===== config.mk =====
export PLATFORM = sky130hd
export DESIGN_NAME = tst_queue
export DESIGN_NICKNAME = d
export VERILOG_FILES = /design/src/rtl/task_slot_table_top_defines.svh /design/src/rtl/tst_pkg.sv /design/src/rtl/tst_queue.sv
export SDC_FILE = /design/constraint.sdc
export NUM_CORES = 1
export LEC_CHECK = 0
export BUFFER_PORTS_ARGS = -buffer_cell sky130_fd_sc_hd__buf_2
export CAP_MARGIN = 5
export CORE_UTILIZATION = 40
export DETAILED_ROUTE_END_ITERATION = 8
export PLACE_DENSITY_LB_ADDON = 0.2
export SKIP_CTS_REPAIR_TIMING = 1
export SLEW_MARGIN = 10
export SYNTH_ARGS = -nofsm -noshare
export SYNTH_HDL_FRONTEND = slang
export SYNTH_SLANG_ARGS = --single-unit

===== constraint.sdc =====
create_clock -name i_clk -period 8.15 [get_ports i_clk]
set_clock_uncertainty 0.1 [all_clocks]
set_input_delay 0.4075 -clock i_clk [delete_from_list [all_inputs] [get_ports i_clk]]
set_output_delay 0.4075 -clock i_clk [all_outputs]
set_load 0.03 [all_outputs]

===== src/rtl/task_slot_table_top_defines.svh =====
// assertion macros used by the task slot table engine (tst_back)
// no dependencies; included by tst_back, the only module that carries assertions
`ifndef TASK_SLOT_TABLE_TOP_DEFINES_SVH
`define TASK_SLOT_TABLE_TOP_DEFINES_SVH

// same-cycle implication, disabled in reset
`define TST_ASSERT_IMPL(label, clk, rst_n, ante, cons) \
    label: assert property (@(posedge clk) disable iff (!rst_n) (ante) |-> (cons)) \
        else $error("task slot table: same-cycle check failed");

// next-cycle implication, disabled in reset
`define TST_ASSERT_NEXT(label, clk, rst_n, ante, cons) \
    label: assert property (@(posedge clk) disable iff (!rst_n) (ante) |=> (cons)) \
        else $error("task slot table: next-cycle check failed");

`endif


===== src/rtl/tst_pkg.sv =====
// types, constants and helpers of the task slot table
// no dependencies; imported by every task slot table module
`timescale 1ns / 1ps

package tst_pkg;

    localparam int SLOT_COUNT       = 64;
    localparam int FIXED_SLOT_COUNT = 32;
    localparam int SLOT_W           = $clog2(SLOT_COUNT);
    localparam int POOL_COUNT       = (SLOT_COUNT > FIXED_SLOT_COUNT) ?
                                      (SLOT_COUNT - FIXED_SLOT_COUNT) : 1;
    localparam int GRP_SIZE         = 8;
    localparam int GRP_W            = $clog2(GRP_SIZE);
    localparam int GRP_COUNT        = (POOL_COUNT + GRP_SIZE - 1) / GRP_SIZE;

    localparam int OP_W       = 2;
    localparam int ORIGIN_W   = 2;
    localparam int KIND_W     = 2;
    localparam int TGT_W      = 15;
    localparam int CNT_W      = 16;
    localparam int SLOT_ID_W  = 6;
    localparam int STATUS_W   = 3;
    localparam int REM_W      = 17;

    localparam int QUEUE_DEPTH = 2;
    localparam int QPTR_W      = (QUEUE_DEPTH > 1) ? $clog2(QUEUE_DEPTH) : 1;
    localparam int QCNT_W      = $clog2(QUEUE_DEPTH + 1);

    typedef enum logic [OP_W-1:0] {
        OP_REGISTER = 2'd0,
        OP_COME     = 2'd1,
        OP_LAST     = 2'd2,
        OP_OVER     = 2'd3
    } t_op;

    typedef enum logic [ORIGIN_W-1:0] {
        ORIGIN_FIXED = 2'd0,
        ORIGIN_POOL  = 2'd1
    } t_origin;

    typedef enum logic [KIND_W-1:0] {
        KIND_ALONE = 2'd0,
        KIND_WHOLE = 2'd1
    } t_kind;

    typedef enum logic [STATUS_W-1:0] {
        ST_OK         = 3'd0,
        ST_NO_FREE    = 3'd1,
        ST_BAD_ORIGIN = 3'd2,
        ST_BAD_KIND   = 3'd3,
        ST_BUSY       = 3'd4,
        ST_UNUSED     = 3'd5
    } t_status;

    typedef enum logic [2:0] {
        CMD_FAIL      = 3'd0,
        CMD_REG_FIXED = 3'd1,
        CMD_REG_POOL  = 3'd2,
        CMD_COME      = 3'd3,
        CMD_LAST      = 3'd4,
        CMD_OVER      = 3'd5
    } t_cmd;

    typedef enum logic {
        S_IDLE = 1'b0,
        S_EXEC = 1'b1
    } t_back_state;

    typedef struct packed {
        logic [CNT_W-1:0] worker_target;
        logic [CNT_W-1:0] tasker_target;
        logic [CNT_W-1:0] worker_done;
        logic [CNT_W-1:0] tasker_done;
    } t_entry;

    typedef struct packed {
        t_cmd                 cmd;
        t_status              fail_status;
        logic                 kind_bad;
        logic [SLOT_W-1:0]    idx;
        logic [SLOT_ID_W-1:0] slot_out;
        logic [CNT_W-1:0]     worker_target;
        logic [CNT_W-1:0]     tasker_target;
        logic [CNT_W-1:0]     check_count;
    } t_qitem;

    function automatic logic [CNT_W-1:0] sat_inc(input logic [CNT_W-1:0] v);
        return (v == {CNT_W{1'b1}}) ? v : v + CNT_W'(1);
    endfunction

endpackage


===== src/rtl/tst_queue.sv =====
// short command queue between front end and table engine
// depends on tst_pkg
`timescale 1ns / 1ps

module tst_queue (
    input  logic            i_clk,
    input  logic            i_rst_n,
    input  logic            i_push,
    input  tst_pkg::t_qitem i_item,
    output logic            o_push_ready,
    output logic            o_valid,
    input  logic            i_pop,
    output tst_pkg::t_qitem o_item
);
    import tst_pkg::*;

    t_qitem              r_slots [QUEUE_DEPTH];
    logic [QPTR_W-1:0]   r_wr_ptr;
    logic [QPTR_W-1:0]   r_rd_ptr;
    logic [QCNT_W-1:0]   r_count;

    assign o_push_ready = (r_count != QCNT_W'(QUEUE_DEPTH));
    assign o_valid      = (r_count != '0);
    assign o_item       = r_slots[r_rd_ptr];

    function automatic logic [QPTR_W-1:0] ptr_next(input logic [QPTR_W-1:0] p);
        return (p == QPTR_W'(QUEUE_DEPTH - 1)) ? '0 : p + QPTR_W'(1);
    endfunction

    always_ff @(posedge i_clk) begin
        if (i_push) r_slots[r_wr_ptr] <= i_item;
    end

    always_ff @(posedge i_clk) begin
        if (!i_rst_n) begin
            r_wr_ptr <= '0;
            r_rd_ptr <= '0;
            r_count  <= '0;
        end else begin
            if (i_push) r_wr_ptr <= ptr_next(r_wr_ptr);
            if (i_pop)  r_rd_ptr <= ptr_next(r_rd_ptr);
            r_count <= r_count + QCNT_W'(i_push) - QCNT_W'(i_pop);
        end
    end

endmodule


==> impl_metrics.json <==
{
  "initial_utilization_pct": 41.0,
  "r2r-end": "r_slots[1][62]",
  "grt_pass1_wl_um": 12200,
  "drv_slew": 0,
  "port_buffers": 139,
  "post-dp-hpwl_um": 5050,
  "outcome": "finished clean",
  "dp.cells": 534,
  "final_hold_viol_count": 0,
  "reg2reg_depth": 1,
  "drt_wl_total_um": 8380,
  "startpoint_type": "flip-flop",
  "crit_fanout": 67,
  "gp_congestion": 0.684,
  "wl_per_cell_um": 14.9,
  "fin_nets": 454,
  "swShare_pct": 23.5,
  "max-slew-margin-rel_pct": 28.4,
  "grt_use_total_pct": 12.9,
  "r2r-start": "r_wr_ptr",
  "rrSetupSlack_ns": 6.46,
  "fmax_ghz": 0.383,
  "hp-class": "input port to flip-flop",
  "critPathKind": "flip-flop to primary output",
  "yosysWarnings": 0,
  "layout_common_cells": "buf_2 (139), edfxtp_1 (134), mux2_2 (37), mux2_4 (30), clkbuf_16 (17)",
  "end_kind": "primary output",
  "cts_tree": "built",
  "coreArea_um2": 12600,
  "period_minus_slack_ns": 2.61,
  "drc_errors": 0,
  "clock_power_share_pct": 36.8,
  "antennaDiodeCount": 0,
  "grt_max_degree": 69,
  "die-area_um2": 13400,
  "fin_cells": 563,
  "switchingPower_mw": 0.397,
  "syn_nets": 302,
  "comb_power_share_pct": 12.8,
  "grt_pass1_vias": 2546,
  "synth-seq-cells": 139,
  "ant_nets": 0,
  "rsz0062_at_grt": "false",
  "p_int_mw": 1.29,
  "layout_commonest_cell": "buf_2",
  "overflow": 0,
  "vias_per_cell": 4.50,
  "cts-buffers-inserted": 17,
  "antenna_found_initial": 0,
  "power_frac_seq_pct": 50.4,
  "die_w_um": 116,
  "path_clk_slew_ns": 0.05,
  "synthCells": 229,
  "drive_gt1_share_pct": 58.8,
  "row_count": 41,
  "die_y_um": 116,
  "firstDrtPassIters": 6,
  "cap_viol_max_count": 0,
  "max-clock-path-buffers": 2,
  "yosysSeqAreaShare_pct": 79.7,
  "htreeDepth": 4,
  "cts.sinks": 139,
  "cts_root_buf": "clkbuf_16",
  "vias": 2533,
  "tns_ns": 0,
  "ioPinCount": 140,
  "post-route-period-util_pct": 32.0,
  "yosysUniqueCellTypes": 16,
  "worstPathArrival_ns": 2.10,
  "post_synth.cell_area_avg_um2": 22.6,
  "synth_area_um2": 5170,
  "n_fill_cell": 1093,
  "areaGrowthSynthToFinish_pct": 26.1,
  "worst_slew_pin_slew_ns": 1.07,
  "p_per_area_nw_per_um2": 259,
  "clk_latency_ns": 0.40,
  "setup-violations-final": 0,
  "cp.required_ns": 7.64,
  "ir_drop_uv": 156,
  "crit_path_end": "o_item[2]",
  "drt_iter0_drc": 109,
  "p_leak_nw": 2.52
}
through the flow:
| step | hold slack [ns] | power [mW] | worst slack [ns] | instance area [um2] | utilization (%) |
|---|---|---|---|---|---|
| after global routing | 0.0670 | 1.76 | 5.41 | 6520 | 51.7 |
| after floorplan | 0.406 | 1.02 | 4.17 | 5170 | - |
| after global placement | 0.458 | 1.08 | 5.92 | 6050 | 47.9 |
| after CTS | 0.0649 | 1.71 | 5.45 | 6520 | 51.7 |
| final | 0.0871 | 1.69 | 5.54 | 6520 | 51.7 |
| after detailed placement | 0.463 | 1.09 | 5.89 | 6050 | 47.9 |
cell usage after synthesis:
cell type	n	area (um2)
and2_1	4	25.0
buf_2	3	15.0
buf_4	1	7.51
buf_6	3	33.8
dfxtp_1	5	100
edfxtp_1	134	4020
ha_1	2	25.0
inv_1	2	7.51
mux2_2	37	417
mux2_4	30	450
nand2_1	1	3.75
nor2b_1	3	18.8
o21a_1	1	7.51
or2_2	1	6.26
xnor3_1	1	22.5
xor2_1	1	8.76
cell type report:
class,instances,area [um2],area share (%)
multi-input cells,81,995,15.3
clock inverters,7,28.8,0.441
inverters,2,7.51,0.115
well taps,172,215,3.30
repair buffers,140,703,10.8
clock buffers,22,444,6.81
flip-flops and latches,139,4130,63.3
routing by layer:
metal / track usage [%] / share of wire (%)
met1: 14.9 / 43
met2: 19.8 / 46
met3: 6.01 / 8.6
met4: 7.44 / 1.8
met5: 0 / 0
flip-flops by register name (all words and copies together) (netlist names), named ones only:
signal,flops
r_slots,134
r_wr_ptr,1
r_count,2
r_rd_ptr,1
power by group through the flow:
stage / Combinational [mW] / Clock (mW) / Sequential, mW
after floorplan: 0.169 / 0 / 0.851
after detailed placement: 0.219 / 0 / 0.868
after global placement: 0.217 / 0 / 0.866
after CTS: 0.219 / 0.641 / 0.854
after global routing: 0.231 / 0.669 / 0.857
final: 0.216 / 0.622 / 0.852
how the worst min path moves through the flow:
| stage | slack (ns) | endpoint | start | cells past startpoint |
|---|---|---|---|---|
| after floorplan | 0.41 | r_slots[0][0] | i_item[0] | 0 |
| after global placement | 0.46 | flip-flop | r_rd_ptr | 2 |
| after detailed placement | 0.46 | flip-flop | r_rd_ptr | 2 |
| after CTS | 0.06 | r_slots[1][60] | i_item[60] | 1 |
| after global routing | 0.07 | r_slots[0][28] | i_item[28] | 1 |
| final | 0.09 | r_slots[1][60] | i_item[60] | 1 |
cells by family (layout without fill, tap and decap cells):
family / count (synthesis) / after routing / synth area share (%)
AO/OA/AOI/OAI: 1 / 1 / 0.145
XOR/XNOR: 2 / 2 / 0.605
adder cells (fa/ha/maj): 2 / 2 / 0.484
buffers and inverters: 9 / 171 / 1.23
flip-flops: 139 / 139 / 79.7
multiplexers: 67 / 67 / 16.8
AND/OR/NAND/NOR: 9 / 9 / 1.04
worst max-delay path, cell delays in order, from the launching register on:
cell     delay (ns)
dfxtp_4        1.06
mux2_2         0.43
buf_2          0.18
No activity file was read; power rests on OpenSTA's default activity.
