$ cat src/rtl/task_slot_table_top_defines.svh
// assertion macros used by the task slot table engine (tst_back)
// no dependencies; included by tst_back, the only module that carries assertions
`ifndef TASK_SLOT_TABLE_TOP_DEFINES_SVH
`define TASK_SLOT_TABLE_TOP_DEFINES_SVH

// same-cycle implication, disabled in reset
`define TST_ASSERT_IMPL(label, clk, rst_n, ante, cons) \
    label: assert property (@(posedge clk) disable iff (!rst_n) (ante) |-> (cons)) \
        else $error("task slot table: same-cycle check failed");

// next-cycle implication, disabled in reset
`define TST_ASSERT_NEXT(label, clk, rst_n, ante, cons) \
    label: assert property (@(posedge clk) disable iff (!rst_n) (ante) |=> (cons)) \
        else $error("task slot table: next-cycle check failed");

`endif

$ cat src/rtl/tst_pkg.sv
// types, constants and helpers of the task slot table
// no dependencies; imported by every task slot table module
`timescale 1ns / 1ps

package tst_pkg;

    localparam int SLOT_COUNT       = 64;
    localparam int FIXED_SLOT_COUNT = 32;
    localparam int SLOT_W           = $clog2(SLOT_COUNT);
    localparam int POOL_COUNT       = (SLOT_COUNT > FIXED_SLOT_COUNT) ?
                                      (SLOT_COUNT - FIXED_SLOT_COUNT) : 1;
    localparam int GRP_SIZE         = 8;
    localparam int GRP_W            = $clog2(GRP_SIZE);
    localparam int GRP_COUNT        = (POOL_COUNT + GRP_SIZE - 1) / GRP_SIZE;

    localparam int OP_W       = 2;
    localparam int ORIGIN_W   = 2;
    localparam int KIND_W     = 2;
    localparam int TGT_W      = 15;
    localparam int CNT_W      = 16;
    localparam int SLOT_ID_W  = 6;
    localparam int STATUS_W   = 3;
    localparam int REM_W      = 17;

    localparam int QUEUE_DEPTH = 2;
    localparam int QPTR_W      = (QUEUE_DEPTH > 1) ? $clog2(QUEUE_DEPTH) : 1;
    localparam int QCNT_W      = $clog2(QUEUE_DEPTH + 1);

    typedef enum logic [OP_W-1:0] {
        OP_REGISTER = 2'd0,
        OP_COME     = 2'd1,
        OP_LAST     = 2'd2,
        OP_OVER     = 2'd3
    } t_op;

    typedef enum logic [ORIGIN_W-1:0] {
        ORIGIN_FIXED = 2'd0,
        ORIGIN_POOL  = 2'd1
    } t_origin;

    typedef enum logic [KIND_W-1:0] {
        KIND_ALONE = 2'd0,
        KIND_WHOLE = 2'd1
    } t_kind;

    typedef enum logic [STATUS_W-1:0] {
        ST_OK         = 3'd0,
        ST_NO_FREE    = 3'd1,
        ST_BAD_ORIGIN = 3'd2,
        ST_BAD_KIND   = 3'd3,
        ST_BUSY       = 3'd4,
        ST_UNUSED     = 3'd5
    } t_status;

    typedef enum logic [2:0] {
        CMD_FAIL      = 3'd0,
        CMD_REG_FIXED = 3'd1,
        CMD_REG_POOL  = 3'd2,
        CMD_COME      = 3'd3,
        CMD_LAST      = 3'd4,
        CMD_OVER      = 3'd5
    } t_cmd;

    typedef enum logic {
        S_IDLE = 1'b0,
        S_EXEC = 1'b1
    } t_back_state;

    typedef struct packed {
        logic [CNT_W-1:0] worker_target;
        logic [CNT_W-1:0] tasker_target;
        logic [CNT_W-1:0] worker_done;
        logic [CNT_W-1:0] tasker_done;
    } t_entry;

    typedef struct packed {
        t_cmd                 cmd;
        t_status              fail_status;
        logic                 kind_bad;
        logic [SLOT_W-1:0]    idx;
        logic [SLOT_ID_W-1:0] slot_out;
        logic [CNT_W-1:0]     worker_target;
        logic [CNT_W-1:0]     tasker_target;
        logic [CNT_W-1:0]     check_count;
    } t_qitem;

    function automatic logic [CNT_W-1:0] sat_inc(input logic [CNT_W-1:0] v);
        return (v == {CNT_W{1'b1}}) ? v : v + CNT_W'(1);
    endfunction

endpackage

$ cat src/rtl/tst_front.sv
// front end: takes input words and turns them into queue commands
// depends on tst_pkg
`timescale 1ns / 1ps

module tst_front (
    input  logic                            i_in_valid,
    output logic                            o_in_ready,
    input  logic [tst_pkg::OP_W-1:0]        i_op,
    input  logic [tst_pkg::ORIGIN_W-1:0]    i_origin_kind,
    input  logic [tst_pkg::KIND_W-1:0]      i_task_kind,
    input  logic [tst_pkg::TGT_W-1:0]       i_worker_count,
    input  logic [tst_pkg::TGT_W-1:0]       i_tasker_count,
    input  logic [tst_pkg::SLOT_ID_W-1:0]   i_slot,
    input  logic [tst_pkg::CNT_W-1:0]       i_check_count,
    input  logic                            i_push_ready,
    output logic                            o_push,
    output tst_pkg::t_qitem                 o_item
);
    import tst_pkg::*;

    logic in_range;
    logic whole;

    assign o_in_ready = i_push_ready;
    assign o_push     = i_in_valid && i_push_ready;
    assign in_range   = 32'(i_slot) < SLOT_COUNT;
    assign whole      = (i_task_kind == KIND_WHOLE);

    always_comb begin
        o_item               = '0;
        o_item.cmd           = CMD_FAIL;
        o_item.fail_status   = ST_OK;
        o_item.idx           = SLOT_W'(i_slot);
        o_item.slot_out      = i_slot;
        o_item.check_count   = i_check_count;
        o_item.kind_bad      = !(i_task_kind == KIND_ALONE || i_task_kind == KIND_WHOLE);
        // alone sets both targets to one
        o_item.worker_target = whole ? CNT_W'(i_worker_count) : CNT_W'(1);
        o_item.tasker_target = whole ? CNT_W'(i_tasker_count) : CNT_W'(1);
        unique case (t_op'(i_op))
            OP_REGISTER: begin
                if (i_origin_kind == ORIGIN_FIXED && in_range) begin
                    o_item.cmd = CMD_REG_FIXED;
                end else if (i_origin_kind == ORIGIN_POOL) begin
                    o_item.cmd = CMD_REG_POOL;
                end else begin
                    o_item.fail_status = ST_BAD_ORIGIN;
                    o_item.slot_out    = '0;
                end
            end
            OP_COME: begin
                if (in_range) o_item.cmd = CMD_COME;
                else          o_item.fail_status = ST_UNUSED;
            end
            OP_LAST: begin
                if (in_range) o_item.cmd = CMD_LAST;
                else          o_item.fail_status = ST_UNUSED;
            end
            OP_OVER: begin
                if (in_range) o_item.cmd = CMD_OVER;
                else          o_item.fail_status = ST_UNUSED;
            end
        endcase
    end

endmodule

$ cat config.mk
export PLATFORM = sky130hd
export DESIGN_NAME = tst_front
export DESIGN_NICKNAME = d
export VERILOG_FILES = /design/src/rtl/task_slot_table_top_defines.svh /design/src/rtl/tst_pkg.sv /design/src/rtl/tst_front.sv
export SDC_FILE = /design/constraint.sdc
export NUM_CORES = 1
export LEC_CHECK = 0
export BUFFER_PORTS_ARGS = -buffer_cell sky130_fd_sc_hd__buf_2
export CELL_PAD_IN_SITES_DETAIL_PLACEMENT = 1
export CELL_PAD_IN_SITES_GLOBAL_PLACEMENT = 2
export CORE_MARGIN = 3
export CORE_UTILIZATION = 10
export DETAILED_ROUTE_END_ITERATION = 10
export PLACE_DENSITY = 0.95
export SYNTH_ARGS = -nofsm -noshare
export SYNTH_HDL_FRONTEND = slang
export SYNTH_SLANG_ARGS = --single-unit
$ cat constraint.sdc
create_clock -name vclk -period 0.9
set_clock_uncertainty 0.05 [all_clocks]
set_input_delay 0.045 -clock vclk [all_inputs]
set_output_delay 0.045 -clock vclk [all_outputs]
set_load 0.1 [all_outputs]
==> results.toml, run 1 <==
[outcome]
status = "finished, final reports clean"

[die]
fp.dieH_um = 79.1
ios = 129
start_util = 0.108
die-area_mm2 = 0.00626
row_count = 25
die_w_um = 79.1
fp.coreArea_mm2 = 0.00494

[finish]
final_util = 0.358
antenna_cells = 0
sequential_cell_total = 0
fin_nets = 206
final_cell_mix = "buf_12 (50), buf_2 (40), and2_2 (26)"
area.sequential_um2 = 0
layout.cells.non_filler = 211
design_area_mm2 = 0.00177
layout_commonest_cell = "buf_12"
syn_to_final_growth_pct = 231
nClkBuffers = 0
nFillCells = 565
drive_above_1_share = 0.951

[run]
drv_cap = 0

[sta]
rsz0062_at_grt = "true"
final.setup.tns_ns = 0
final-setup-viol-count = 0
fin_crit_ns = 0.881
fin_ws_ns = 0.0192
max_freq_mhz = 1140
final_hold_viol_count = 0
slew_violations = 0
fin_crit_sh = 0.979

[detailed_routing]
first_iter_violations = 0
drt-total-wl_um = 2530
final_antenna_net_count = 0
vias = 708
routedWlPerCell_um = 12.0
dr.pass1.iters = 1
drc = 0
vias_per_cell = 3.36

[pwr]
ir_drop_mv = 0.337
p_sw_uw = 1010
pwr-share-comb = 1.000
p_clk_frac = 0
leakagePower_uw = 0.000839
power_frac_seq = 0
p_int_uw = 560
cellPowerDensity_mw_per_mm2 = 890
swShare = 0.644

[placed_design]
dp_slack_ns = -0.0525
dpl_cell_area_mm2 = 0.00170
place_hpwl_um = 2340
gp_congestion = 0.643
place_inst = 211
io_buffer_count = 93

[global_route]
grt_max_degree = 17
grt_busiest_layer = "met2"
grt_pass1_wl_um = 3620
gr-usage-met3 = 0.0283
grt_util_all_layers = 0.0695
gr-total-overflow = 0
antenna_found_initial = 0
met2_usage = 0.143
first_global_vias = 768
use_met1 = 0.0646

[worst_hold_path]
min_path_type = "input port to output pin"

[yosys]
ys_warn_count = 0
netlist_area_um2 = 534
syn_inst = 76
synth.avg_cell_area_um2 = 7.03
ys_seq_area_frac = 0
synth_cell_types = 12

[worst_setup_path]
path_max_fanout = 14
crit_arrival_ns = 0.79
path_class = "input port to output pin"
worstSetupStartpointType = "input port"
required_ns = 0.81
end_kind = "output pin"

[cts]
holdBufCountCts = 0
postCtsSetupRepairBufs = 0
## worst max-delay path, cell delays in order
cell and delay, ns:
buf_6 0.10, nor2b_4 0.13, buf_6 0.16, and2_2 0.17, buf_12 0.17
## per-layer routing
metal  share of wire  up-vias
met4          0.0051        0
met3            0.16        4
met2            0.55       73
li1                -      332
met5               0        -
met1            0.28      299
## through the flow
| stage | total power, µW | hold slack, ns |
|---|---|---|
| finish | 1570 | 0.0400 |
| global route | 1620 | 0.0401 |
| CTS | 1560 | 0.0407 |
| detailed placement | 1550 | 0.0407 |
| global placement | 1530 | 0.0407 |
| floorplan | 1320 | 0.134 |
## cell type report
cell class,count,area (µm²),share of cell area
Multi-Input combinational cell,46,402,0.227
Timing Repair Buffer,97,1280,0.723
Tap cell,67,83.8,0.0474
Inverter,1,3.75,0.00212
## repair_timing
| item | 4_1_cts | 5_1_grt |
|---|---|---|
| setup endpoints to repair | 34 | 32 |
| pin swaps | 1 | 2 |
| gates cloned | 0 | 0 |
| resized for setup | 6 | 12 |
| endpoints found under the hold margin | 0 | 0 |
## synthesized netlist by cell type, drive strengths merged
master  instances  area share
nand2b          3       0.035
o31ai           1       0.014
conb            1      0.0070
nor3b           1       0.035
buf            30        0.44
nor2b           7       0.096
inv             1      0.0070
and2           29        0.34
a21oi           1      0.0094
clkbuf          2       0.014
## path summary, 6_finish.rpt
kind / from / endpoint / slack (ns) / depth (start not counted)
worst max-delay path: i_task_kind[1] / o_item[33] / 0.02 / 5
worst min-delay path: i_check_count[12] / o_item[12] / 0.04 / 0
## kinds of logic after synthesis
logic type / after synthesis / share of synthesized area
other: 1 / 0.00702
buffers and inverters: 33 / 0.464
AO/OA/AOI/OAI: 2 / 0.0234
AND/OR/NAND/NOR: 40 / 0.506
## power by group through the flow
stage               logic [µW]  clock network (µW)  registers [µW]
finish                    1570                   0               0
global route              1620                   0               0
CTS                       1560                   0               0
detailed placement        1550                   0               0
global placement          1530                   0               0
floorplan                 1320                   0               0
Power figures use the tool's default switching activity.
==> inputs of run 2 (changes only) <==
==> constraint.sdc (replaced) <==
create_clock -name vclk -period 0.85
set_clock_uncertainty 0.05 [all_clocks]
set_input_delay 0.0425 -clock vclk [all_inputs]
set_output_delay 0.0425 -clock vclk [all_outputs]
set_load 0.1 [all_outputs]
==> run 2 against run 1 <==
Against the previous run: the flow now finishes with violations (negative setup slack); routed wire length is 1.5% higher; final cell count unchanged; critical path depth stayed put.
==> results.toml, run 2 (synthesis gave the netlist of run 1 again) <==
[worst_setup_path]
end_kind = "output pin"
required_ns = 0.76
crit_arrival_ns = 0.79
path_class = "input port to output pin"
path_max_fanout = 30
worstSetupStartpointType = "input port"
crit_path_start = "i_task_kind[1]"
cpMostUsedCell = "buf_12"
slowest_delay_ns = 0.18
cp_slowest_cell = "buf_12"
path_cells = "buf_6, nor2b_4, buf_12, and2_4, buf_12"

[finish]
layout.cells.non_filler = 211
drive_above_1_share = 0.965
fin_nets = 206
nClkBuffers = 0
syn_to_final_growth_pct = 239
final_cell_mix = "buf_12 (50), buf_2 (39), and2_4 (28)"
layout_commonest_cell = "buf_12"
area.sequential_um2 = 0
sequential_cell_total = 0
antenna_cells = 0

[run]
drv_cap = 0

[die]
die_w_um = 79.1
start_util = 0.108
die-area_mm2 = 0.00626
row_count = 25
fp.coreArea_mm2 = 0.00494
ios = 129
fp.dieH_um = 79.1

[outcome]
violations = "negative setup slack"
status = "complete, but fails checks"

[global_route]
gr-total-overflow = 0
antenna_found_initial = 0
first_global_vias = 792
grt_pass1_wl_um = 3920
grt_max_degree = 31
grt_util_all_layers = 0.0766

[placed_design]
gp_congestion = 0.680
place_hpwl_um = 2430
io_buffer_count = 93
place_inst = 211

[sta]
fin_crit_ns = 0.878
final.setup.tns_ns = -0.651
slew_violations = 0
max_freq_mhz = 1140
final-setup-viol-count = 34
fin_ws_ns = -0.0280
fin_crit_sh = 1.03
final_hold_viol_count = 0
rsz0062_at_grt = "true"

[pwr]
cellPowerDensity_mw_per_mm2 = 946
ir_drop_mv = 0.380
leakagePower_uw = 0.000869

[detailed_routing]
dr.pass1.iters = 4
drt-total-wl_um = 2570
routedWlPerCell_um = 12.2
vias_per_cell = 3.45
first_iter_violations = 1
drc = 0
final_antenna_net_count = 0
vias = 727

[cts]
holdBufCountCts = 0
postCtsSetupRepairBufs = 0

[worst_hold_path]
min_path_type = "input port to output pin"
hp-start = "i_check_count[1]"
hold_depth = 0
hold_end = "o_item[1]"
## run 2: stage by stage
stage          cell area [µm²]  setup WS, ns   util  hold WS (ns)  power (µW)
3_5_place_dp              1740       -0.0955  0.353        0.0357        1690
3_3_place_gp              1740       -0.0601  0.353        0.0357        1670
5_1_grt                   1810       -0.0691  0.367        0.0352        1760
4_1_cts                   1810       -0.0363  0.367        0.0357        1730
6_report                  1810       -0.0280  0.367        0.0350        1710
2_1_floorplan              663        -0.821      -         0.129        1440
## run 2: critical path, delay by kind of cell
| kind | cells | cell delay (ns) |
|---|---|---|
| simple gates | 2 | 0.29 |
| buf+inv | 3 | 0.45 |
## run 2: what timing repair did
action,4_1_cts,5_1_grt
pin swaps,1,0
cloned,0,0
hold endpoints to repair,0,0
endpoints found under the setup margin,36,36
gates resized for setup,16,0
## run 2: per-layer routing
layer	vias up	GRT usage	share of wire
met5	-	0	0
met4	0	0.00344	0.0023
met3	2	0.0306	0.16
met2	71	0.169	0.59
met1	323	0.0639	0.26
li1	331	-	-
## run 2: layout make-up
class | instances | area [µm²]
multi-input cells | 46 | 443
fillers | 543 | 3130
repair buffers | 97 | 1280
well taps | 67 | 83.8
inverters | 1 | 3.75
## run 2: how the worst max path moves through the flow
stage            endpoint  depth (start not counted)
2_1_floorplan  o_item[48]                          2
3_3_place_gp   o_item[19]                          5
3_5_place_dp   o_item[49]                          5
4_1_cts        o_item[19]                          5
5_1_grt        o_item[41]                          5
6_report       o_item[19]                          5
## run 2: power breakdown
group          internal, µW  switching [µW]
Sequential                0               0
Combinational           627            1090
Clock                     0               0
Total                   627            1090
