<file path="src/rtl/task_slot_table_top_defines.svh">
// assertion macros used by the task slot table engine (tst_back)
// no dependencies; included by tst_back, the only module that carries assertions
`ifndef TASK_SLOT_TABLE_TOP_DEFINES_SVH
`define TASK_SLOT_TABLE_TOP_DEFINES_SVH

// same-cycle implication, disabled in reset
`define TST_ASSERT_IMPL(label, clk, rst_n, ante, cons) \
    label: assert property (@(posedge clk) disable iff (!rst_n) (ante) |-> (cons)) \
        else $error("task slot table: same-cycle check failed");

// next-cycle implication, disabled in reset
`define TST_ASSERT_NEXT(label, clk, rst_n, ante, cons) \
    label: assert property (@(posedge clk) disable iff (!rst_n) (ante) |=> (cons)) \
        else $error("task slot table: next-cycle check failed");

`endif

</file>
<file path="src/rtl/tst_pkg.sv">
// types, constants and helpers of the task slot table
// no dependencies; imported by every task slot table module
`timescale 1ns / 1ps

package tst_pkg;

    localparam int SLOT_COUNT       = 64;
    localparam int FIXED_SLOT_COUNT = 32;
    localparam int SLOT_W           = $clog2(SLOT_COUNT);
    localparam int POOL_COUNT       = (SLOT_COUNT > FIXED_SLOT_COUNT) ?
                                      (SLOT_COUNT - FIXED_SLOT_COUNT) : 1;
    localparam int GRP_SIZE         = 8;
    localparam int GRP_W            = $clog2(GRP_SIZE);
    localparam int GRP_COUNT        = (POOL_COUNT + GRP_SIZE - 1) / GRP_SIZE;

    localparam int OP_W       = 2;
    localparam int ORIGIN_W   = 2;
    localparam int KIND_W     = 2;
    localparam int TGT_W      = 15;
    localparam int CNT_W      = 16;
    localparam int SLOT_ID_W  = 6;
    localparam int STATUS_W   = 3;
    localparam int REM_W      = 17;

    localparam int QUEUE_DEPTH = 2;
    localparam int QPTR_W      = (QUEUE_DEPTH > 1) ? $clog2(QUEUE_DEPTH) : 1;
    localparam int QCNT_W      = $clog2(QUEUE_DEPTH + 1);

    typedef enum logic [OP_W-1:0] {
        OP_REGISTER = 2'd0,
        OP_COME     = 2'd1,
        OP_LAST     = 2'd2,
        OP_OVER     = 2'd3
    } t_op;

    typedef enum logic [ORIGIN_W-1:0] {
        ORIGIN_FIXED = 2'd0,
        ORIGIN_POOL  = 2'd1
    } t_origin;

    typedef enum logic [KIND_W-1:0] {
        KIND_ALONE = 2'd0,
        KIND_WHOLE = 2'd1
    } t_kind;

    typedef enum logic [STATUS_W-1:0] {
        ST_OK         = 3'd0,
        ST_NO_FREE    = 3'd1,
        ST_BAD_ORIGIN = 3'd2,
        ST_BAD_KIND   = 3'd3,
        ST_BUSY       = 3'd4,
        ST_UNUSED     = 3'd5
    } t_status;

    typedef enum logic [2:0] {
        CMD_FAIL      = 3'd0,
        CMD_REG_FIXED = 3'd1,
        CMD_REG_POOL  = 3'd2,
        CMD_COME      = 3'd3,
        CMD_LAST      = 3'd4,
        CMD_OVER      = 3'd5
    } t_cmd;

    typedef enum logic {
        S_IDLE = 1'b0,
        S_EXEC = 1'b1
    } t_back_state;

    typedef struct packed {
        logic [CNT_W-1:0] worker_target;
        logic [CNT_W-1:0] tasker_target;
        logic [CNT_W-1:0] worker_done;
        logic [CNT_W-1:0] tasker_done;
    } t_entry;

    typedef struct packed {
        t_cmd                 cmd;
        t_status              fail_status;
        logic                 kind_bad;
        logic [SLOT_W-1:0]    idx;
        logic [SLOT_ID_W-1:0] slot_out;
        logic [CNT_W-1:0]     worker_target;
        logic [CNT_W-1:0]     tasker_target;
        logic [CNT_W-1:0]     check_count;
    } t_qitem;

    function automatic logic [CNT_W-1:0] sat_inc(input logic [CNT_W-1:0] v);
        return (v == {CNT_W{1'b1}}) ? v : v + CNT_W'(1);
    endfunction

endpackage

</file>
<file path="src/rtl/tst_back.sv">
// table engine: slot memory, busy flags, free-slot search and result register
// depends on tst_pkg and task_slot_table_top_defines.svh
`timescale 1ns / 1ps
`include "task_slot_table_top_defines.svh"

module tst_back (
    input  logic                            i_clk,
    input  logic                            i_rst_n,
    input  logic                            i_item_valid,
    input  tst_pkg::t_qitem                 i_item,
    output logic                            o_item_pop,
    output logic                            o_out_valid,
    input  logic                            i_out_ready,
    output logic [tst_pkg::STATUS_W-1:0]    o_status,
    output logic [tst_pkg::SLOT_ID_W-1:0]   o_slot_id,
    output logic [tst_pkg::CNT_W-1:0]       o_finish_count,
    output logic                            o_is_last,
    output logic signed [tst_pkg::REM_W-1:0] o_remaining,
    output logic                            o_released
);
    import tst_pkg::*;

    t_back_state            r_state, n_state;
    t_qitem                 r_cur;
    t_entry                 r_mem [SLOT_COUNT];
    t_entry                 r_rd_data;
    logic                   r_rd_ok;
    logic [SLOT_COUNT-1:0]  r_busy;
    logic [SLOT_COUNT-1:0]  r_valid;
    logic                   r_grp_any [GRP_COUNT];
    logic [GRP_W-1:0]       r_grp_idx [GRP_COUNT];
    logic                   n_grp_any [GRP_COUNT];
    logic [GRP_W-1:0]       n_grp_idx [GRP_COUNT];

    logic                   r_out_valid;
    t_status                r_out_status;
    logic [SLOT_ID_W-1:0]   r_out_slot;
    logic [CNT_W-1:0]       r_out_finish;
    logic                   r_out_last;
    logic signed [REM_W-1:0] r_out_rem;
    logic                   r_out_rel;

    logic                   exec_fire;
    t_entry                 entry;
    logic                   busy_cur;
    logic                   pool_found;
    logic [SLOT_W-1:0]      pool_id;

    t_status                res_status;
    logic [SLOT_ID_W-1:0]   res_slot;
    logic [CNT_W-1:0]       res_finish;
    logic                   res_last;
    logic signed [REM_W-1:0] res_rem;
    logic                   res_rel;
    logic                   wr_en;
    logic [SLOT_W-1:0]      wr_addr;
    t_entry                 wr_data;
    logic                   wr_valid;
    logic                   wr_busy;

    // sequencer: read the slot, then modify and write it back
    always_ff @(posedge i_clk) begin
        if (!i_rst_n) r_state <= S_IDLE;
        else          r_state <= n_state;
    end

    always_comb begin
        n_state    = r_state;
        o_item_pop = 1'b0;
        exec_fire  = 1'b0;
        unique case (r_state)
            S_IDLE: begin
                if (i_item_valid) begin
                    o_item_pop = 1'b1;
                    n_state    = S_EXEC;
                end
            end
            S_EXEC: begin
                if (!r_out_valid || i_out_ready) begin
                    exec_fire = 1'b1;
                    n_state   = S_IDLE;
                end
            end
        endcase
    end

    always_ff @(posedge i_clk) begin
        if (o_item_pop) begin
            r_cur     <= i_item;
            r_rd_data <= r_mem[i_item.idx];
            r_rd_ok   <= r_valid[i_item.idx];
        end
    end

    // an entry never written since reset or release reads as zero
    assign entry    = r_rd_ok ? r_rd_data : '0;
    assign busy_cur = r_busy[r_cur.idx];

    // per-group free summary of the pooled region, refreshed every cycle
    always_comb begin
        for (int g = 0; g < GRP_COUNT; g++) begin
            n_grp_any[g] = 1'b0;
            n_grp_idx[g] = '0;
            for (int j = GRP_SIZE - 1; j >= 0; j--) begin
                if (FIXED_SLOT_COUNT + g * GRP_SIZE + j < SLOT_COUNT) begin
                    if (!r_busy[SLOT_W'(FIXED_SLOT_COUNT + g * GRP_SIZE + j)]) begin
                        n_grp_any[g] = 1'b1;
                        n_grp_idx[g] = GRP_W'(j);
                    end
                end
            end
        end
    end

    always_ff @(posedge i_clk) begin
        r_grp_any <= n_grp_any;
        r_grp_idx <= n_grp_idx;
    end

    // lowest group with a free slot wins
    always_comb begin
        pool_found = 1'b0;
        pool_id    = '0;
        for (int g = GRP_COUNT - 1; g >= 0; g--) begin
            if (r_grp_any[g]) begin
                pool_found = 1'b1;
                pool_id    = SLOT_W'(FIXED_SLOT_COUNT + g * GRP_SIZE + int'(r_grp_idx[g]));
            end
        end
    end

    always_comb begin
        res_status = ST_OK;
        res_slot   = r_cur.slot_out;
        res_finish = '0;
        res_last   = 1'b0;
        res_rem    = '0;
        res_rel    = 1'b0;
        wr_en      = 1'b0;
        wr_addr    = r_cur.idx;
        wr_data    = entry;
        wr_valid   = 1'b1;
        wr_busy    = busy_cur;
        unique case (r_cur.cmd)
            CMD_FAIL: begin
                res_status = r_cur.fail_status;
            end
            CMD_REG_FIXED: begin
                if (busy_cur) begin
                    res_status = ST_BUSY;
                    res_slot   = '0;
                end else if (r_cur.kind_bad) begin
                    res_status = ST_BAD_KIND;
                    res_slot   = '0;
                end else begin
                    wr_en   = 1'b1;
                    wr_busy = 1'b1;
                    wr_data = '{r_cur.worker_target, r_cur.tasker_target, '0, '0};
                end
            end
            CMD_REG_POOL: begin
                if (!pool_found) begin
                    res_status = ST_NO_FREE;
                    res_slot   = '0;
                end else if (r_cur.kind_bad) begin
                    res_status = ST_BAD_KIND;
                    res_slot   = '0;
                end else begin
                    wr_en    = 1'b1;
                    wr_busy  = 1'b1;
                    wr_addr  = pool_id;
                    wr_data  = '{r_cur.worker_target, r_cur.tasker_target, '0, '0};
                    res_slot = SLOT_ID_W'(pool_id);
                end
            end
            CMD_COME: begin
                wr_en               = 1'b1;
                wr_data.tasker_done = sat_inc(entry.tasker_done);
                res_finish          = sat_inc(entry.tasker_done);
            end
            CMD_LAST: begin
                res_last = (r_cur.check_count == entry.tasker_target);
            end
            CMD_OVER: begin
                if (!busy_cur) begin
                    res_status = ST_UNUSED;
                end else if (entry.worker_target != '0 &&
                             entry.worker_done == entry.worker_target - CNT_W'(1)) begin
                    // last expected worker: free the slot and clear its valid bit so it reads as zero
                    wr_en    = 1'b1;
                    wr_valid = 1'b0;
                    wr_busy  = 1'b0;
                    res_rel  = 1'b1;
                end else begin
                    wr_en               = 1'b1;
                    wr_data.worker_done = sat_inc(entry.worker_done);
                    res_rem = $signed({1'b0, entry.worker_target}) -
                              $signed({1'b0, entry.worker_done});
                end
            end
            default: begin
                res_status = ST_UNUSED;
            end
        endcase
    end

    always_ff @(posedge i_clk) begin
        if (exec_fire && wr_en) r_mem[wr_addr] <= wr_data;
    end

    always_ff @(posedge i_clk) begin
        if (!i_rst_n) begin
            r_busy  <= '0;
            r_valid <= '0;
        end else if (exec_fire && wr_en) begin
            r_busy[wr_addr]  <= wr_busy;
            r_valid[wr_addr] <= wr_valid;
        end
    end

    // result register
    always_ff @(posedge i_clk) begin
        if (!i_rst_n)         r_out_valid <= 1'b0;
        else if (exec_fire)   r_out_valid <= 1'b1;
        else if (i_out_ready) r_out_valid <= 1'b0;
    end

    always_ff @(posedge i_clk) begin
        if (exec_fire) begin
            r_out_status <= res_status;
            r_out_slot   <= res_slot;
            r_out_finish <= res_finish;
            r_out_last   <= res_last;
            r_out_rem    <= res_rem;
            r_out_rel    <= res_rel;
        end
    end

    assign o_out_valid    = r_out_valid;
    assign o_status       = r_out_status;
    assign o_slot_id      = r_out_slot;
    assign o_finish_count = r_out_finish;
    assign o_is_last      = r_out_last;
    assign o_remaining    = r_out_rem;
    assign o_released     = r_out_rel;

    `TST_ASSERT_NEXT(a_pop_then_exec, i_clk, i_rst_n, o_item_pop, r_state == S_EXEC)
    `TST_ASSERT_NEXT(a_stall_holds, i_clk, i_rst_n, r_state == S_EXEC && r_out_valid && !i_out_ready, r_state == S_EXEC)
    `TST_ASSERT_NEXT(a_exec_gives_result, i_clk, i_rst_n, exec_fire, r_out_valid)
    `TST_ASSERT_IMPL(a_fail_no_write, i_clk, i_rst_n, exec_fire && res_status != ST_OK, !wr_en)
    `TST_ASSERT_IMPL(a_release_on_over, i_clk, i_rst_n, exec_fire && res_rel, r_cur.cmd == CMD_OVER && res_status == ST_OK)

endmodule

</file>
<file path="config.mk">
export PLATFORM = sky130hd
export DESIGN_NAME = tst_back
export DESIGN_NICKNAME = d
export VERILOG_FILES = /design/src/rtl/tst_pkg.sv /design/src/rtl/tst_back.sv
export VERILOG_INCLUDE_DIRS = /design/src /design/src/rtl
export SDC_FILE = /design/constraint.sdc
export NUM_CORES = 2
export LEC_CHECK = 0
export BUFFER_PORTS_ARGS = -buffer_cell sky130_fd_sc_hd__buf_2
export CORE_ASPECT_RATIO = 1.4
export CORE_UTILIZATION = 30
export CTS_BUF_LIST = sky130_fd_sc_hd__clkbuf_2 sky130_fd_sc_hd__clkbuf_4 sky130_fd_sc_hd__clkbuf_8
export CTS_CLUSTER_SIZE = 40
export DETAILED_ROUTE_END_ITERATION = 16
export SYNTH_ARGS = -nofsm -noshare
export SYNTH_HDL_FRONTEND = slang
export SYNTH_SLANG_ARGS = --single-unit
</file>
<file path="constraint.sdc">
create_clock -name i_clk -period 27.6 [get_ports i_clk]
set_input_delay 2.76 -clock i_clk [delete_from_list [all_inputs] [get_ports i_clk]]
set_output_delay 2.76 -clock i_clk [all_outputs]
set_load 0.05 [all_outputs]
</file>
==> flow_summary.json <==
{
  "status": "complete, but fails checks",
  "violations": "capacitance limit",
  "postRouteAntennaNets": 0,
  "period_needed_ns": 7.315,
  "yosys.area.top_type_share": 0.7536,
  "grt_use_total": 0.1779,
  "grt_pass1_vias": 85608,
  "drv_cap": 1,
  "synth_compound_area_frac": 0.008585,
  "synth-seq-cells": 4402,
  "peakVddDrop_uv": 53.24,
  "total_power_mw": 13.32,
  "fmax_mhz": 136.7,
  "routed_wl_um": 522300,
  "rsz0062_at_grt": "false",
  "placed_cell_area_um2": 181700,
  "htree_levels": 6,
  "antenna_found_initial": 55,
  "netlist_top_cells_area": "edfxtp_1 75%, mux4_2 18%, dfxtp_1 1.5%",
  "drc": 0,
  "syn_nets": 7378,
  "grt_start_max_net_pins": 172,
  "worst_setup_path_start_kind": "input pin",
  "grt_pass1_wl_um": 705800,
  "synth_fa_ha_area_frac": 0.001220,
  "num-fill-cells": 51841,
  "cts_sinks": 4402,
  "drt_first_pass_iters": 6,
  "dp_hpwl_um": 257000,
  "cts_setup_buffers": 0,
  "synth_area_leader_cell": "edfxtp_1",
  "syn_to_final_growth_pct": 14.07,
  "synthArstFlopShare": 0,
  "ctsResizeCount": 0,
  "hold_viol": 0,
  "synth_cells": 7291,
  "hold_class": "reg -> reg",
  "ys_types": 81,
  "core_area_um2": 565800,
  "hold_path_depth": 2,
  "hold_buffers": 0,
  "p_switching_mw": 3.060,
  "clockBufferDepth": 4,
  "path_max_fanout": 78,
  "grt-ovfl-total": 0,
  "synth-edff-count": 4272,
  "cts_buffers": 633,
  "gp_congestion": 0.8108,
  "first_iter_violations": 13249,
  "p_comb_frac": 0.054,
  "worst_pin_slew_ns": 1.468,
  "syn_avg_cell_area_um2": 23.35,
  "setup_viol": 0,
  "p_leak_nw": 60.33,
  "avgViaCountPerCell": 5.340,
  "maxSlewHeadroom": 0.01351,
  "ios": 117,
  "port_buffers": 116,
  "ys_seq_area_frac": 0.7689,
  "clkPwrFrac": 0.386,
  "drive_above_1_share": 0.3427,
  "die_y_um": 893.3,
  "fin_nets": 7978,
  "dieArea_um2": 570500,
  "seq_power_share": 0.560,
  "skew_ns": 0.1207,
  "initial_core_util": 0.3008,
  "switching_share": 0.2297,
  "finalSetupTns_ns": 0,
  "insertion_delay_ns": 1.30,
  "synth-xor-area-share": 0.002315,
  "critPathCaptureType": "register",
  "finalCritPeriodShare": 0.2650,
  "drt-wirelength-per-cell_um": 32.70,
  "fin_area_um2": 194200,
  "netlist_area_um2": 170200,
  "synth_top_family_by_area": "multiplexers",
  "r2r_cells": 12,
  "vias": 85299,
  "internal_power_mw": 10.26,
  "crit_type": "in -> reg",
  "cts_tree": "yes",
  "ys_warn_count": 0,
  "cp.required_ns": 28.56,
  "clk_pin_slew_worst_paths_ns": 0.06,
  "slew_violations": 0,
  "synth_flop_cell": "edfxtp_1",
  "root_buffer": "clkbuf_8",
  "die_w_um": 638.6,
  "synthSimpleGateAreaFrac": 0.01830,
  "cp.arrival_ns": 8.28,
  "synthMuxAreaShare": 0.1904,
  "placementRows": 327,
  "powerDensity_nw_per_um2": 68.61
}
## layer usage
layer  vias to the layer above  track usage  wire length (um)
li1                      32520            -                 -
met5                         -            0                52
met1                     46539       0.2261            192800
met2                      5201       0.3033            261100
met3                      1031      0.03104             47460
met4                         8      0.06741             20900
## synth_stat cells (all sizes together), types with 20 or more instances
| library cell | n |
|---|---|
| dfxtp | 130 |
| nand4 | 22 |
| o21ai | 62 |
| nand3 | 89 |
| and2 | 27 |
| mux2i | 133 |
| buf | 108 |
| nor3 | 55 |
| mux2 | 26 |
| xnor2 | 30 |
| edfxtp | 4272 |
| clkbuf | 295 |
| or3 | 26 |
| nand2 | 232 |
| a21oi | 27 |
| inv | 38 |
| mux4 | 1367 |
| nor4 | 20 |
| nor2 | 108 |
## cell usage in the layout (no fill, tap or decap), types with 9 or more instances in the layout
cell and n:
xnor2_1 30, nand2_1 231, nor2b_1 17, inv_8 11, nand3b_1 13, nor3_1 29
o21ai_4 25, mux2_2 26, nor3_2 26, clkinv_8 9, clkbuf_8 644, clkbuf_4 171
xor2_1 15, clkinv_2 91, inv_1 23, mux4_2 1367, buf_2 109, nor4_2 11
and3_1 11, nor2_1 92, nand4_1 21, bufinv_16 15, edfxtp_1 4272, a21oi_1 24
or3_1 26, clkinv_1 156, ha_1 15, nand3_1 86, nand2b_1 11, buf_12 25
dfxtp_1 130, diode_2 13, inv_6 29, mux2i_1 133, and2_1 27, buf_4 226
nor2_4 16, o21ai_0 36, clkinvlp_4 19
## critical path: stages
cell and delay, ns:
buf_8 0.44, buf_4 0.81, buf_4 0.79, buf_4 0.84, buf_4 1.01, mux4_2 0.42, mux4_2 0.50, mux4_2 0.47
## cell families after synthesis
kind of cell,after synthesis
buf+inv,442
compound gates,210
fa+ha+maj,16
simple gates,650
mux,1526
flops,4402
xor+xnor,45
## final timing paths
check	from	slack, ns	to
hold / removal	r_valid[6]$_SDFFE_PN0P_	0.46	r_valid[6]$_SDFFE_PN0P_
setup / recovery	i_item[55]	20.29	r_rd_data[44]$_DFFE_PP_
hold reg to reg	r_valid[6]$_SDFFE_PN0P_	0.46	r_valid[6]$_SDFFE_PN0P_
setup reg to reg	r_rd_ok$_DFFE_PP_	20.62	r_mem[38][26]$_DFFE_PP_
## metrics by stage
step | setup slack, ns | std cells | util | hold WS [ns]
after detailed placement | 19.00 | 14815 | 0.3210 | 0.4432
after global placement | 19.10 | 14815 | 0.3210 | 0.4374
final | 20.29 | 15975 | 0.3432 | 0.4602
after global routing | 20.05 | 15965 | 0.3431 | 0.4773
after floorplan | 15.73 | 7291 | - | 0.4302
after CTS | 20.36 | 15954 | 0.3428 | 0.4577
## power by group through the flow
stage	sequential (mW)	combinational [mW]	clock [mW]
after floorplan	7.60	0.471	0
after detailed placement	7.60	0.717	0
after CTS	7.46	0.718	5.22
after global routing	7.45	0.764	5.46
final	7.46	0.724	5.14
after global placement	7.60	0.697	0
## layout make-up
cell class,instances,area [um2],share of cell area
antenna,13,32.53,0.0001675
clock buffer,814,10130,0.05219
clock inverter,325,2165,0.01115
inverter,39,216.5,0.001115
multi-input combinational,2447,38380,0.1976
sequential,4402,130900,0.6741
tap,7567,9468,0.04876
timing repair buffer,368,2895,0.01491
## flip-flops by register name, summed over array words and instances, names as in the netlist, 3 cells and up
register and flops:
o_status 3, r_cur 67, r_rd_data 64, o_remaining 17, r_valid 64, r_mem 4096, o_slot_id 6, o_finish_count 16
r_busy 64
No activity file was read; power rests on OpenSTA's default activity.
